[src/hw/rtl/ats_pkg.sv]
package ats_pkg;

    localparam int TEXT_MAX_DEF      = 64;
    localparam int POSITION_BITS_DEF = 24;

    typedef enum logic [3:0] {
        TT_EOF       = 4'd0,
        TT_NEWLINE   = 4'd1,
        TT_COMMA     = 4'd2,
        TT_COLON     = 4'd3,
        TT_LBRACKET  = 4'd4,
        TT_RBRACKET  = 4'd5,
        TT_HASH      = 4'd6,
        TT_IDENT     = 4'd7,
        TT_REG       = 4'd8,
        TT_INT       = 4'd9,
        TT_STRING    = 4'd10,
        TT_DIRECTIVE = 4'd11,
        TT_UNKNOWN   = 4'd12
    } tok_t;

    // one result as it leaves the scanner
    typedef struct packed {
        logic        kind;
        logic [7:0]  text;
        logic [3:0]  ttype;
        logic [63:0] ival;
        logic [4:0]  regn;
        logic [23:0] line;
        logic [23:0] col;
        logic [5:0]  len;
        logic        last;
    } res_t;

    function automatic logic is_digit(input logic [7:0] c);
        return (c >= 8'h30) && (c <= 8'h39);
    endfunction

    function automatic logic is_alpha(input logic [7:0] c);
        return ((c >= 8'h61) && (c <= 8'h7a)) || ((c >= 8'h41) && (c <= 8'h5a));
    endfunction

    function automatic logic [6:0] digit_val(input logic [7:0] c);
        if (is_digit(c)) return 7'(c - 8'h30);
        if ((c >= 8'h61) && (c <= 8'h7a)) return 7'(c - 8'h57);
        if ((c >= 8'h41) && (c <= 8'h5a)) return 7'(c - 8'h37);
        return 7'd99;
    endfunction

endpackage

[src/hw/rtl/ats_core.sv]
// Per-byte scanner: registered state, combinational step producing up to 3 results.
module ats_core #(
    parameter int TEXT_MAX      = ats_pkg::TEXT_MAX_DEF,
    parameter int POSITION_BITS = ats_pkg::POSITION_BITS_DEF
) (
    input  logic              aclk,
    input  logic              aresetn,
    input  logic              step,
    input  logic [7:0]        c,
    input  logic              eos,
    output ats_pkg::res_t     res [3],
    output logic [1:0]        res_cnt
);
    import ats_pkg::*;

    localparam int LW = $clog2(TEXT_MAX);
    localparam logic [LW-1:0] CAP = LW'(TEXT_MAX - 1);
    localparam logic [POSITION_BITS-1:0] PMAX = '1;
    localparam logic [POSITION_BITS-1:0] PONE = POSITION_BITS'(1);

    typedef enum logic [2:0] {
        M_IDLE, M_COMMENT, M_STRING, M_ESCAPE, M_NUMBER, M_DIRECTIVE, M_IDENT, M_MINUS
    } mode_t;

    mode_t mode_reg, mode_next;
    logic [POSITION_BITS-1:0] line_reg, line_next, col_reg, col_next;
    logic [POSITION_BITS-1:0] tline_reg, tline_next, tcol_reg, tcol_next;
    logic [LW-1:0] klen_reg, klen_next;
    logic [63:0]   acc_reg, acc_next;
    logic [1:0]    radix_reg, radix_next;
    logic          sign_reg, sign_next, stop_reg, stop_next, ovf_reg, ovf_next;
    logic          pend_reg, pend_next;
    logic          rw_reg, rw_next, live_reg, live_next, second_reg, second_next;
    logic [5:0]    rval_reg, rval_next;
    logic [2:0]    cand_reg, cand_next;

    always_ff @(posedge aclk) begin
        if (!aresetn) begin
            mode_reg <= M_IDLE;
            line_reg <= PONE; col_reg <= PONE; tline_reg <= PONE; tcol_reg <= PONE;
            klen_reg <= '0; acc_reg <= '0; radix_reg <= '0; sign_reg <= 1'b0;
            stop_reg <= 1'b0; ovf_reg <= 1'b0; pend_reg <= 1'b0;
            rw_reg <= 1'b0; live_reg <= 1'b0; second_reg <= 1'b0;
            rval_reg <= '0; cand_reg <= '0;
        end else if (step) begin
            mode_reg <= mode_next;
            line_reg <= line_next; col_reg <= col_next;
            tline_reg <= tline_next; tcol_reg <= tcol_next;
            klen_reg <= klen_next; acc_reg <= acc_next; radix_reg <= radix_next;
            sign_reg <= sign_next; stop_reg <= stop_next; ovf_reg <= ovf_next;
            pend_reg <= pend_next; rw_reg <= rw_next; live_reg <= live_next;
            second_reg <= second_next; rval_reg <= rval_next; cand_reg <= cand_next;
        end
    end

    // shared number digit step
    logic [6:0]  d;
    logic [4:0]  base;
    logic [67:0] prod;
    logic [7:0]  cu;
    assign d  = digit_val(c);
    assign cu = ((c >= 8'h61) && (c <= 8'h7a)) ? c - 8'd32 : c;
    always_comb begin
        unique case (radix_reg)
            2'd0: base = 5'd10;
            2'd1: base = 5'd8;
            2'd2: base = 5'd16;
            default: base = 5'd2;
        endcase
    end
    assign prod = {4'd0, acc_reg} * {63'd0, base} + {61'd0, d};

    always_comb begin
        logic [1:0] n;
        logic [LW-1:0] idx;
        logic [63:0] v;
        logic fin_mode, idle_go, sgl, adv;
        logic [3:0] styp;

        mode_next = mode_reg;
        line_next = line_reg; col_next = col_reg;
        tline_next = tline_reg; tcol_next = tcol_reg;
        klen_next = klen_reg; acc_next = acc_reg; radix_next = radix_reg;
        sign_next = sign_reg; stop_next = stop_reg; ovf_next = ovf_reg;
        pend_next = pend_reg; rw_next = rw_reg; live_next = live_reg;
        second_next = second_reg; rval_next = rval_reg; cand_next = cand_reg;
        for (int i = 0; i < 3; i++) res[i] = '0;
        n = 2'd0; idle_go = 1'b0; fin_mode = 1'b0; adv = 1'b0;
        idx = '0; v = '0; styp = TT_UNKNOWN; sgl = 1'b0;

        // finish of the pending token (end record from current state)
        if (mode_reg == M_NUMBER) begin
            if (sign_reg) v = (ovf_reg || acc_reg > 64'h8000000000000000) ?
                              64'h8000000000000000 : 64'd0 - acc_reg;
            else v = (ovf_reg || acc_reg[63]) ? 64'h7FFFFFFFFFFFFFFF : acc_reg;
        end

        if (eos) begin
            fin_mode = (mode_reg != M_IDLE) && (mode_reg != M_COMMENT);
        end else begin
            unique case (mode_reg)
                M_COMMENT: if (c == 8'h0a) idle_go = 1'b1; else adv = 1'b1;
                M_STRING: begin
                    adv = 1'b1;
                    if (c == 8'h22) fin_mode = 1'b1;
                    else if (c == 8'h5c) mode_next = M_ESCAPE;
                    else if (klen_reg < CAP) begin
                        res[0].text = c; n = 2'd1; klen_next = klen_reg + 1'b1;
                    end
                end
                M_ESCAPE: begin
                    adv = 1'b1; mode_next = M_STRING;
                    if (klen_reg < CAP) begin
                        res[0].text = (c == 8'h6e) ? 8'd10 : (c == 8'h74) ? 8'd9 : c;
                        n = 2'd1; klen_next = klen_reg + 1'b1;
                    end
                end
                M_MINUS: begin
                    if (is_digit(c)) begin
                        adv = 1'b1; mode_next = M_NUMBER;
                        if (klen_reg < CAP) begin
                            res[0].text = c; n = 2'd1; klen_next = klen_reg + 1'b1;
                            radix_next = (d == 7'd0) ? 2'd1 : 2'd0;
                            acc_next = 64'(d);
                        end
                    end else begin
                        fin_mode = 1'b1; idle_go = 1'b1;
                    end
                end
                M_NUMBER: begin
                    if (is_digit(c) || is_alpha(c)) begin
                        adv = 1'b1;
                        if (klen_reg < CAP) begin
                            res[0].text = c; n = 2'd1; klen_next = klen_reg + 1'b1;
                            idx = klen_reg - LW'(sign_reg);
                            if (!stop_reg) begin
                                if (idx == '0) begin
                                    radix_next = (d == 7'd0) ? 2'd1 : 2'd0;
                                    acc_next = 64'(d);
                                end else if (pend_reg) begin
                                    if (d < ((radix_reg == 2'd2) ? 7'd16 : 7'd2)) begin
                                        pend_next = 1'b0; acc_next = 64'(d);
                                    end else stop_next = 1'b1;
                                end else if (idx == LW'(1) && radix_reg == 2'd1 &&
                                             (c == 8'h78 || c == 8'h58)) begin
                                    radix_next = 2'd2; pend_next = 1'b1;
                                end else if (idx == LW'(1) && radix_reg == 2'd1 &&
                                             (c == 8'h62 || c == 8'h42)) begin
                                    radix_next = 2'd3; pend_next = 1'b1;
                                end else if (d >= 7'(base)) stop_next = 1'b1;
                                else if (!ovf_reg) begin
                                    if (prod[67:64] != 4'd0) ovf_next = 1'b1;
                                    else acc_next = prod[63:0];
                                end
                            end
                        end
                    end else begin
                        fin_mode = 1'b1; idle_go = 1'b1;
                    end
                end
                M_DIRECTIVE, M_IDENT: begin
                    if (is_digit(c) || is_alpha(c) || c == 8'h5f) begin
                        adv = 1'b1;
                        if (klen_reg < CAP) begin
                            res[0].text = c; n = 2'd1; klen_next = klen_reg + 1'b1;
                            if (mode_reg == M_IDENT) begin
                                if (klen_reg == LW'(1)) begin
                                    if (rw_reg) begin
                                        if (is_digit(c)) begin
                                            live_next = 1'b1; rval_next = 6'(c - 8'h30);
                                        end else rw_next = 1'b0;
                                    end
                                    if ((cand_reg == 3'd1 || cand_reg == 3'd2) ?
                                        (cu == 8'h50) : (cand_reg != 3'd0 && cu == 8'h52))
                                        second_next = 1'b1;
                                end else if (live_reg) begin
                                    if (is_digit(c)) begin
                                        rval_next = (rval_reg > 6'd3) ? 6'd32 :
                                            (rval_reg * 6'd10 + 6'(c - 8'h30) > 6'd32) ?
                                            6'd32 : rval_reg * 6'd10 + 6'(c - 8'h30);
                                    end else live_next = 1'b0;
                                end
                            end
                        end
                    end else begin
                        fin_mode = 1'b1; idle_go = 1'b1;
                    end
                end
                default: idle_go = 1'b1;
            endcase
        end

        // end record of the pending token goes first
        if (fin_mode) begin
            res[0] = '0;
            res[0].kind = 1'b1;
            res[0].line = 24'(tline_reg);
            res[0].col  = 24'(tcol_reg);
            res[0].len  = 6'(klen_reg);
            unique case (mode_reg)
                M_NUMBER: begin res[0].ttype = TT_INT; res[0].ival = v; end
                M_DIRECTIVE: res[0].ttype = TT_DIRECTIVE;
                M_MINUS: res[0].ttype = TT_UNKNOWN;
                M_IDENT: begin
                    if (rw_reg && klen_reg >= LW'(2) && rval_reg <= 6'd31) begin
                        res[0].ttype = TT_REG; res[0].regn = rval_reg[4:0];
                    end else if (cand_reg != 3'd0 && second_reg && klen_reg == LW'(2)) begin
                        res[0].ttype = TT_REG; res[0].regn = 5'(5'd27 + 5'(cand_reg));
                    end else res[0].ttype = TT_IDENT;
                end
                default: res[0].ttype = TT_STRING;
            endcase
            n = 2'd1;
            mode_next = M_IDLE;
        end

        if (adv) begin
            if (c == 8'h0a) begin
                if (line_reg != PMAX) line_next = line_reg + 1'b1;
                col_next = PONE;
            end else if (col_reg != PMAX) col_next = col_reg + 1'b1;
        end

        if (idle_go) begin
            mode_next = M_IDLE;
            // advance is common to every idle path
            if (c == 8'h0a) begin
                if (line_reg != PMAX) line_next = line_reg + 1'b1;
                col_next = PONE;
            end else if (col_reg != PMAX) col_next = col_reg + 1'b1;
            sgl = 1'b1;
            unique case (c)
                8'h0a: styp = TT_NEWLINE;
                8'h2c: styp = TT_COMMA;
                8'h3a: styp = TT_COLON;
                8'h5b: styp = TT_LBRACKET;
                8'h5d: styp = TT_RBRACKET;
                8'h23: styp = TT_HASH;
                default: sgl = 1'b0;
            endcase
            if (c == 8'h20 || c == 8'h09 || c == 8'h0d) begin
                // blank
            end else if (c == 8'h3b) begin
                mode_next = M_COMMENT;
            end else begin
                tline_next = line_reg; tcol_next = col_reg;
                klen_next = '0;
                if (!sgl) begin
                    acc_next = '0; radix_next = '0; sign_next = 1'b0; stop_next = 1'b0;
                    ovf_next = 1'b0; pend_next = 1'b0; rw_next = 1'b0; live_next = 1'b0;
                    second_next = 1'b0; rval_next = '0; cand_next = '0;
                end
                if (c == 8'h22) mode_next = M_STRING;
                else begin
                    res[n] = '0; res[n].text = c; n = n + 2'd1;
                    klen_next = LW'(1);
                    if (sgl || !(is_digit(c) || c == 8'h2d || c == 8'h2e ||
                                 is_alpha(c) || c == 8'h5f)) begin
                        res[n] = '0; res[n].kind = 1'b1; res[n].ttype = sgl ? styp : TT_UNKNOWN;
                        res[n].line = 24'(line_reg); res[n].col = 24'(col_reg);
                        res[n].len = 6'd1; n = n + 2'd1;
                    end else if (is_digit(c)) begin
                        mode_next = M_NUMBER;
                        radix_next = (d == 7'd0) ? 2'd1 : 2'd0; acc_next = 64'(d);
                    end else if (c == 8'h2d) begin
                        mode_next = M_MINUS; sign_next = 1'b1;
                    end else if (c == 8'h2e) mode_next = M_DIRECTIVE;
                    else begin
                        mode_next = M_IDENT;
                        rw_next = (cu == 8'h52 || cu == 8'h57);
                        cand_next = (cu == 8'h53) ? 3'd1 : (cu == 8'h46) ? 3'd2 :
                                    (cu == 8'h4c) ? 3'd3 : (cu == 8'h5a) ? 3'd4 : 3'd0;
                    end
                end
            end
        end

        if (eos) begin
            res[n] = '0; res[n].kind = 1'b1; res[n].ttype = TT_EOF;
            res[n].line = 24'(line_reg); res[n].col = 24'(col_reg);
            n = n + 2'd1;
            mode_next = M_IDLE;
            line_next = PONE; col_next = PONE; tline_next = PONE; tcol_next = PONE;
            klen_next = '0; acc_next = '0; radix_next = '0; sign_next = 1'b0;
            stop_next = 1'b0; ovf_next = 1'b0; pend_next = 1'b0; rw_next = 1'b0;
            live_next = 1'b0; second_next = 1'b0; rval_next = '0; cand_next = '0;
        end
        if (n != 2'd0) res[n - 2'd1].last = 1'b1;
        res_cnt = n;
    end

endmodule

[src/hw/rtl/assembler_token_scanner_top.sv]
// Assembly source lexer.
// Slave channel: one source byte per transfer, tuser = end of source.
// Master channel: token text bytes (tuser kind 0) followed by an end record
// (kind 1) carrying type, value, register, start position and text length;
// tlast marks the last result caused by one input transfer.
// Each input produces 0 to 3 results. The scanner steps once per accepted
// byte; results go into a 3-entry holding buffer and leave one per cycle
// while m_axis_tready is high. A new byte is taken in the cycle that the
// buffer drains its last entry, so with tready high runs of one-result bytes
// move at one byte per cycle; a byte with two or three results holds off
// the next until its last leaves; results start in the cycle after the transfer.
// Reset (aresetn low, synchronous) returns the scanner to line 1 column 1
// and empties the buffer. While m_axis_tready is low, results hold and
// s_axis_tready drops once the buffer is occupied and not draining.
// End of source emits the pending token, then an EOF record, and restarts.
module assembler_token_scanner_top #(
    parameter int TEXT_MAX      = ats_pkg::TEXT_MAX_DEF,
    parameter int POSITION_BITS = ats_pkg::POSITION_BITS_DEF
) (
    input  logic          aclk,
    input  logic          aresetn,
    input  logic          s_axis_tvalid,
    output logic          s_axis_tready,
    input  logic [7:0]    s_axis_tdata,   // source_byte
    input  logic          s_axis_tuser,   // end_of_source
    output logic          m_axis_tvalid,
    input  logic          m_axis_tready,
    // text_byte[7:0], token_type[11:8], int_value[75:12], reg_number[80:76],
    // start_line[104:81], start_column[128:105], text_length[134:129], pad
    output logic [135:0]  m_axis_tdata,
    output logic          m_axis_tuser,   // result_kind
    output logic          m_axis_tlast    // last_of_run
);
    import ats_pkg::*;

    res_t       res [3];
    logic [1:0] res_cnt;
    logic       take;

    res_t       buf_reg [3];
    logic [1:0] cnt_reg, pos_reg;
    logic       drain;

    ats_core #(.TEXT_MAX(TEXT_MAX), .POSITION_BITS(POSITION_BITS)) u_core (
        .aclk(aclk), .aresetn(aresetn), .step(take),
        .c(s_axis_tdata), .eos(s_axis_tuser), .res(res), .res_cnt(res_cnt)
    );

    assign m_axis_tvalid = (cnt_reg != 2'd0);
    assign drain = m_axis_tvalid && m_axis_tready && (pos_reg + 2'd1 == cnt_reg);
    assign s_axis_tready = (cnt_reg == 2'd0) || drain;
    assign take = s_axis_tvalid && s_axis_tready;

    always_ff @(posedge aclk) begin
        if (!aresetn) begin
            cnt_reg <= 2'd0;
            pos_reg <= 2'd0;
        end else if (take) begin
            cnt_reg <= res_cnt;
            pos_reg <= 2'd0;
        end else if (drain) begin
            cnt_reg <= 2'd0;
            pos_reg <= 2'd0;
        end else if (m_axis_tvalid && m_axis_tready) begin
            pos_reg <= pos_reg + 2'd1;
        end
    end

    always_ff @(posedge aclk) begin
        if (take) begin
            for (int i = 0; i < 3; i++) buf_reg[i] <= res[i];
        end
    end

    res_t cur;
    always_comb begin
        unique case (pos_reg)
            2'd0: cur = buf_reg[0];
            2'd1: cur = buf_reg[1];
            default: cur = buf_reg[2];
        endcase
    end

    assign m_axis_tdata = {1'b0, cur.len, cur.col, cur.line, cur.regn, cur.ival,
                           cur.ttype, cur.text};
    assign m_axis_tuser = cur.kind;
    assign m_axis_tlast = cur.last;

endmodule
[config.mk]
export PLATFORM = sky130hd
export DESIGN_NAME = assembler_token_scanner_top
export DESIGN_NICKNAME = d
export VERILOG_FILES = /design/src/hw/rtl/ats_pkg.sv /design/src/hw/rtl/ats_core.sv /design/src/hw/rtl/assembler_token_scanner_top.sv
export SDC_FILE = /design/constraint.sdc
export NUM_CORES = 2
export LEC_CHECK = 0
export ABC_CLOCK_PERIOD_IN_PS = 10600
export BUFFER_PORTS_ARGS = -buffer_cell sky130_fd_sc_hd__buf_2
export CORE_MARGIN = 2
export CORE_UTILIZATION = 32
export DETAILED_ROUTE_END_ITERATION = 7
export PLACE_DENSITY = 0.46
export SLEW_MARGIN = 20
export SYNTH_ARGS = -nofsm -noshare
export SYNTH_HDL_FRONTEND = slang
export SYNTH_SLANG_ARGS = --single-unit
[constraint.sdc]
create_clock -name aclk -period 10.6 [get_ports aclk]
set_input_delay 0 -clock aclk [delete_from_list [all_inputs] [get_ports aclk]]
set_output_delay 0 -clock aclk [all_outputs]
set_load 0.01 [all_outputs]
After elaboration in Yosys (flattened, before gate mapping)
Memory sizes are Yosys's and may differ from the RTL's.
Index checks and enable logic that the tools add are counted.
{ "word_totals": {"output_inout_bits": 140, "elab_cells": 515, "ramBits": 411, "ff_bits": 191, "mem_count": 1} }
{ "op_classes": {"n_eq_ne": 52, "n_addsub": 17, "reduce_logical": 56, "muxes": 335, "multipliers": 2, "magnitude_cmp": 22, "bitwise_logic": 11} }
{ "mem_list": {"columns": ["memory", "depth", "width", "rd", "rd_clocked_by_memory_dff", "write_ports", "line_no", "rtl"], "rows": [
  ["buf_reg", 3, 137, 3, 0, 3, "assembler_token_scanner_top.sv:40", "res_t buf_reg [3];"]
]} }
{ "op_table": {"columns": ["cell", "n"], "rows": [
  ["$bwmux 411", 11],
  ["$demux 137 s2", 14],
  ["$mux 411", 7],
  ["$mux 64", 25],
  ["$and 411x411->411", 3],
  ["$not 411->411", 3],
  ["$mux 137", 6],
  ["$mux 24", 22],
  ["$pmux 137 s2", 1],
  ["$mux 128", 2],
  ["$mux 6", 26],
  ["$eq 8x7->1 const B", 17],
  ["$mux 136", 1],
  ["$pmux 64 s2", 1],
  ["$mux 1", 120],
  ["$mux 55", 2],
  ["$mux 8", 11],
  ["$mux 3", 26],
  ["$add 68x7->68", 1],
  ["$mul 64x5->68", 1],
  ["$eq 8x6->1 const B", 8],
  ["$gt 64x64->1 const B", 1],
  ["$mux 2", 32],
  ["$sub 1x64->64 const A", 1],
  ["other kinds (69)", 153]
]} }

Depth between registers and ports, before layout
{ "depth": {"ltp_word": 36, "mapped_depth": 27, "mapped_depth_nobuf": 24} }

Modules after synthesis
A second synthesis with hierarchy kept.
{ "hier_totals": {"hier_cells": 4486, "area_unflattened_um2": 40296.1} }
{ "modules_own_cells": {"columns": ["mod", "instances", "cells_each", "area_each_um2", "seq_area_each_um2"], "rows": [
  ["ats_core", 1, 3585, 25431.9, 3743.6],
  ["assembler_token_scanner_top", 1, 901, 14864.3, 12421.9]
]} }

Least setup slack after synthesis
OpenSTA, ideal clock, no wires.
{ "synth_timing": {"path_kind": "reg-to-reg", "start": "reg pos_reg[0]", "end": "reg u_core.col_reg[0]", "stages_incl_launch_ff": 12, "required_time_ns": 10.459, "arrival_ns": 9.638, "slack_ns": 0.821, "n_path_buf": 2, "setup_time_ns": 0.141, "synth_period_minus_slack_ns": 9.779, "cell_sequence": "dfxtp_1 > inv_1 > ha_1 > o211a_1 > o21ai_0 > nand2_1 > inv_1 > clkbuf_1 > buf_1 > nand3_1 > nand2_1 > o211ai_1"} }
{ "synth_via": {"elab_chain_len": 5} }
{ "synth_lines": {"columns": ["element", "line_no", "rtl"], "rows": [
  ["from (decl)", "assembler_token_scanner_top.sv:41", "logic [1:0] cnt_reg, pos_reg;"],
  ["from (signal assigned)", "assembler_token_scanner_top.sv:65", "pos_reg <= pos_reg + 2'd1;"],
  ["$add 2x1->2", "assembler_token_scanner_top.sv:50", "assign drain = m_axis_tvalid && m_axis_tready && (pos_reg + 2'd1 == cnt_reg);"],
  ["$eq 2x2->1", "assembler_token_scanner_top.sv:50", null],
  ["$logic_and 1x1->1", "assembler_token_scanner_top.sv:50", null],
  ["$logic_or 1x1->1", "assembler_token_scanner_top.sv:51", "assign s_axis_tready = (cnt_reg == 2'd0) || drain;"],
  ["named net s_axis_tready", "assembler_token_scanner_top.sv:23", "output logic s_axis_tready,"],
  ["$logic_and 1x1->1", "assembler_token_scanner_top.sv:52", "assign take = s_axis_tvalid && s_axis_tready;"],
  ["named net take", "assembler_token_scanner_top.sv:38", "logic take;"],
  ["to (signal assigned)", "ats_core.sv:47", "line_reg <= line_next; col_reg <= col_next;"],
  ["to (decl)", "ats_core.sv:26", "logic [POSITION_BITS-1:0] line_reg, line_next, col_reg, col_next;"]
]} }
The timed path passes the listed nets, and every way through them passes these cells.
A chain may end at the register's enable or synchronous reset.

Worst setup path after layout
{ "layout_timing": {"start": "in s_axis_tdata[1]", "end": "reg u_core.acc_reg[17]"} }
{ "layout_via": {"elab_chain_len": 29, "word_cells_on_any_way": 91} }
{ "layout_lines": {"columns": ["element", "line_no", "rtl"], "rows": [
  ["from (decl)", "assembler_token_scanner_top.sv:24", "input logic [7:0] s_axis_tdata,"],
  ["$ge 8x7->1 or $le 8x7->1 (tied branches)", "ats_pkg.sv:40, ats_pkg.sv:46", null],
  ["$logic_and 1x1->1", "ats_pkg.sv:40, ats_pkg.sv:46", null],
  ["$mux 1 (2 in a row)", "ats_pkg.sv:46", "if ((c >= 8'h41) && (c <= 8'h5a)) return 7'(c - 8'h37);"],
  ["$mux 1", "ats_pkg.sv:45", "if ((c >= 8'h61) && (c <= 8'h7a)) return 7'(c - 8'h57);"],
  ["$mux 7", "ats_pkg.sv:47", "return 7'd99;"],
  ["$mux 7", "ats_pkg.sv:46", null],
  ["$mux 7", "ats_pkg.sv:45", null],
  ["$add 68x7->68", "ats_core.sv:71", "assign prod = {4'd0, acc_reg} * {63'd0, base} + {61'd0, d};"],
  ["[... 12 more ...]", null, null],
  ["$mux 64", "ats_core.sv:248", "if (!sgl) begin"],
  ["$mux 64", "ats_core.sv:262", "end else if (is_digit(c)) begin"],
  ["$mux 64", "ats_core.sv:257", "if (sgl || !(is_digit(c) || c == 8'h2d || c == 8'h2e ||"],
  ["$mux 64", "ats_core.sv:253", "if (c == 8'h22) mode_next = M_STRING;"],
  ["$mux 64", "ats_core.sv:243", "end else if (c == 8'h3b) begin"],
  ["$mux 64", "ats_core.sv:241", "if (c == 8'h20 || c == 8'h09 || c == 8'h0d) begin"],
  ["$mux 64 (*)", "ats_core.sv:224", "if (idle_go) begin"],
  ["$mux 64 (*)", "ats_core.sv:278", "if (eos) begin"],
  ["to (signal assigned)", "ats_core.sv:49", "klen_reg <= klen_next; acc_reg <= acc_next; radix_reg <= radix_next;"],
  ["to (decl)", "ats_core.sv:29", "logic [63:0] acc_reg, acc_next;"]
]} }
Mark *: on every way between the ends. The rest lies on a longest branch, timed or not. The select of a mux whose other input is x is not followed.

==> results.toml <==
[sta]
tns_ns = 0
slew_headroom = 0.235
fmax_ghz = 0.128
period_share = 0.738
report.final.hold_viol_count = 0
rsz0062_at_grt = "false"
fin_crit_ns = 7.83
clock_skew_ns = 0.0264
worst_pin_slew_ns = 1.14
slew_viol_final = 0
finalSetupViolCount = 0

[worst_setup_path]
critPathKind = "input port to flip-flop"
cp_num_buf_inv = 5
crit_path_end = "u_core.acc_reg[17]"
crit_family = "simple AND/OR/NAND/NOR gates"
path_max_fanout = 17
r2r_start = "u_core.radix_reg[0]"
start_kind = "input port"
arrival_ns = 8.39
cp-end-kind = "flip-flop"
r2r-end = "u_core.acc_reg[17]"
cpPeakStageDelay_ns = 0.76
path_depth = 25
worstRegToRegCells = 20
required_ns = 11.17
crit_slowest_cell = "or3_1"
ff2ff_setup_slack_ns = 3.13
worstSetupStartpoint = "s_axis_tdata[1]"

[finish]
area.growth.synth_to_final_pct = 11.8
drive_gt1_frac = 0.0913
final_common_cell = "nand2_1"
final_cell_mix = "nand2_1 (490), and2_1 (319), inv_1 (300)"
finish.net_count = 4114
postLayoutCoreUtil = 0.362
largest_reg_flops = 255

[die]
dieArea_um2 = 104000
io_pins = 153
die_w_um = 322
rows = 116
start_util = 0.323
die_h_um = 322
core_um2 = 100000

[cts]
clk_pin_slew_worst_paths_ns = 0.06
root_buffer = "clkbuf_16"
cts_buffers = 54
cts.htree.levels = 2
insertion_delay_ns = 0.67
cts_tree = "built"
cts_max_path_buffers = 3
clock-sinks = 446

[global_routing]
grt_start_max_net_pins = 78
grtUsageTotal = 0.204
grt_first_pass_wirelength_um = 166000
grt-ovfl-total = 0
first_global_vias = 27255
antenna_found_initial = 3

[min_path]
hold_path.class = "input port to flip-flop"

[power]
power_leakage_nw = 15.2
ir_drop_v = 0.000121
power_density_nw_per_um2 = 133

[drt]
num_vias = 27483
ant_nets = 0
drc_errors = 0
drtIter0Drc = 1789
drt-wirelength-per-cell_um = 20.5
first_pass_iters = 5
wirelength_um = 107000
viasPerCell = 5.29

[synth]
synth_cell_types = 94
syn_nets = 4122
syn_inst = 3798
syn_area_um2 = 32400
async_flop_share = 0
synth-edff-count = 255
seq_area_frac_synth = 0.354
syn_avg_cell_area_um2 = 8.54
synth_flop_cell = "edfxtp_1"
ys_warn_count = 0
synth_seq_cells = 446

[place]
gp_congestion = 0.889
dp_hpwl_um = 75300
port_buffers = 151

[job]
max_cap_violations = 0

[outcome]
status = "complete, no violations"
## cells by family (layout without fill, tap and decap cells)
logic type	count (synthesis)	after routing	synth area share
and+or+nand+nor	1443	1443	0.222
AOI/OAI and AO/OA	892	892	0.184
buffers and inverters	569	606	0.0670
DFF	446	446	0.354
adders and majority gates	311	311	0.135
xor gates and xnor gates	117	117	0.0316
muxes	19	19	0.00613
other	1	2	0.000116
## worst min-delay path: cells and delay by family
family | cells | cell delay [ns]
AO/OA/AOI/OAI | 2 | 0.36
buffers and inverters | 1 | 0.29
## stage by stage
step                      total power [mW]  cells  worst slack, ns  instance area, um^2  hold slack [ns]
after floorplan                       2.58   3798            0.821                32400            0.198
after global placement                2.90   5081             2.79                34300            0.408
after detailed placement              2.90   5081             2.62                34300            0.409
after CTS                             4.91   5192             2.77                36300           0.0215
after global routing                  5.05   5193             2.26                36300           0.0652
final                                 4.83   5193             2.77                36300           0.0645
## synth_stat cells, drive strengths merged, types with 26 or more instances
cell type / number / area share
a21oi: 170 / 0.026
nor2: 238 / 0.028
and3: 48 / 0.0093
a211oi: 70 / 0.016
xnor2: 59 / 0.016
xor2: 58 / 0.016
a22o: 75 / 0.020
nand2: 494 / 0.057
edfxtp: 255 / 0.24
inv: 302 / 0.035
nand3: 76 / 0.012
ha: 245 / 0.094
a22oi: 65 / 0.015
buf: 26 / 0.0042
nor3: 73 / 0.011
o21ai: 230 / 0.035
a31oi: 31 / 0.0062
fa: 66 / 0.041
a21o: 33 / 0.0076
dfxtp: 191 / 0.12
clkbuf: 239 / 0.028
and2: 322 / 0.062
nor4: 28 / 0.0061
nand4: 39 / 0.0075
## area by class of cell
type / count / area, um^2
Antenna cell: 1 / 2.50
Clock buffer: 72 / 1510
Clock inverter: 29 / 380
Fill cell: 10517 / 64000
Inverter: 304 / 1150
Multi-Input combinational cell: 2783 / 18900
Sequential cell: 446 / 11500
Tap cell: 1357 / 1700
Timing Repair Buffer: 201 / 1160
## power breakdown
group          internal (mW)  switching (mW)  leakage, nW
clock network           1.16           0.825        0.931
logic                  0.227           0.595         10.1
registers               1.99          0.0447         4.11
total                   3.37            1.46         15.2
## how the worst min path moves through the flow
| stage | from | to | cells after the start |
|---|---|---|---|
| floorplan | s_axis_tdata[5] | buf_reg[0][133] | 1 |
| global placement | m_axis_tready | pos_reg[0] | 4 |
| detailed placement | m_axis_tready | pos_reg[0] | 4 |
| CTS | s_axis_tdata[2] | buf_reg[0][130] | 2 |
| global route | s_axis_tdata[3] | u_core.rval_reg[3] | 3 |
| finish | s_axis_tdata[3] | u_core.rval_reg[3] | 3 |
## routing by layer
metal,part of all wire,GRT usage
met3,0.034,0.0219
met2,0.48,0.353
met4,0.029,0.0624
met1,0.45,0.265
met5,0,0
## timing repair
action,CTS,global route
buffers inserted,0,0
endpoints found under the hold margin,49,0
gates resized for setup,0,0
hold buffers,10,0
Note: power is estimated with default switching activity, not from simulation.
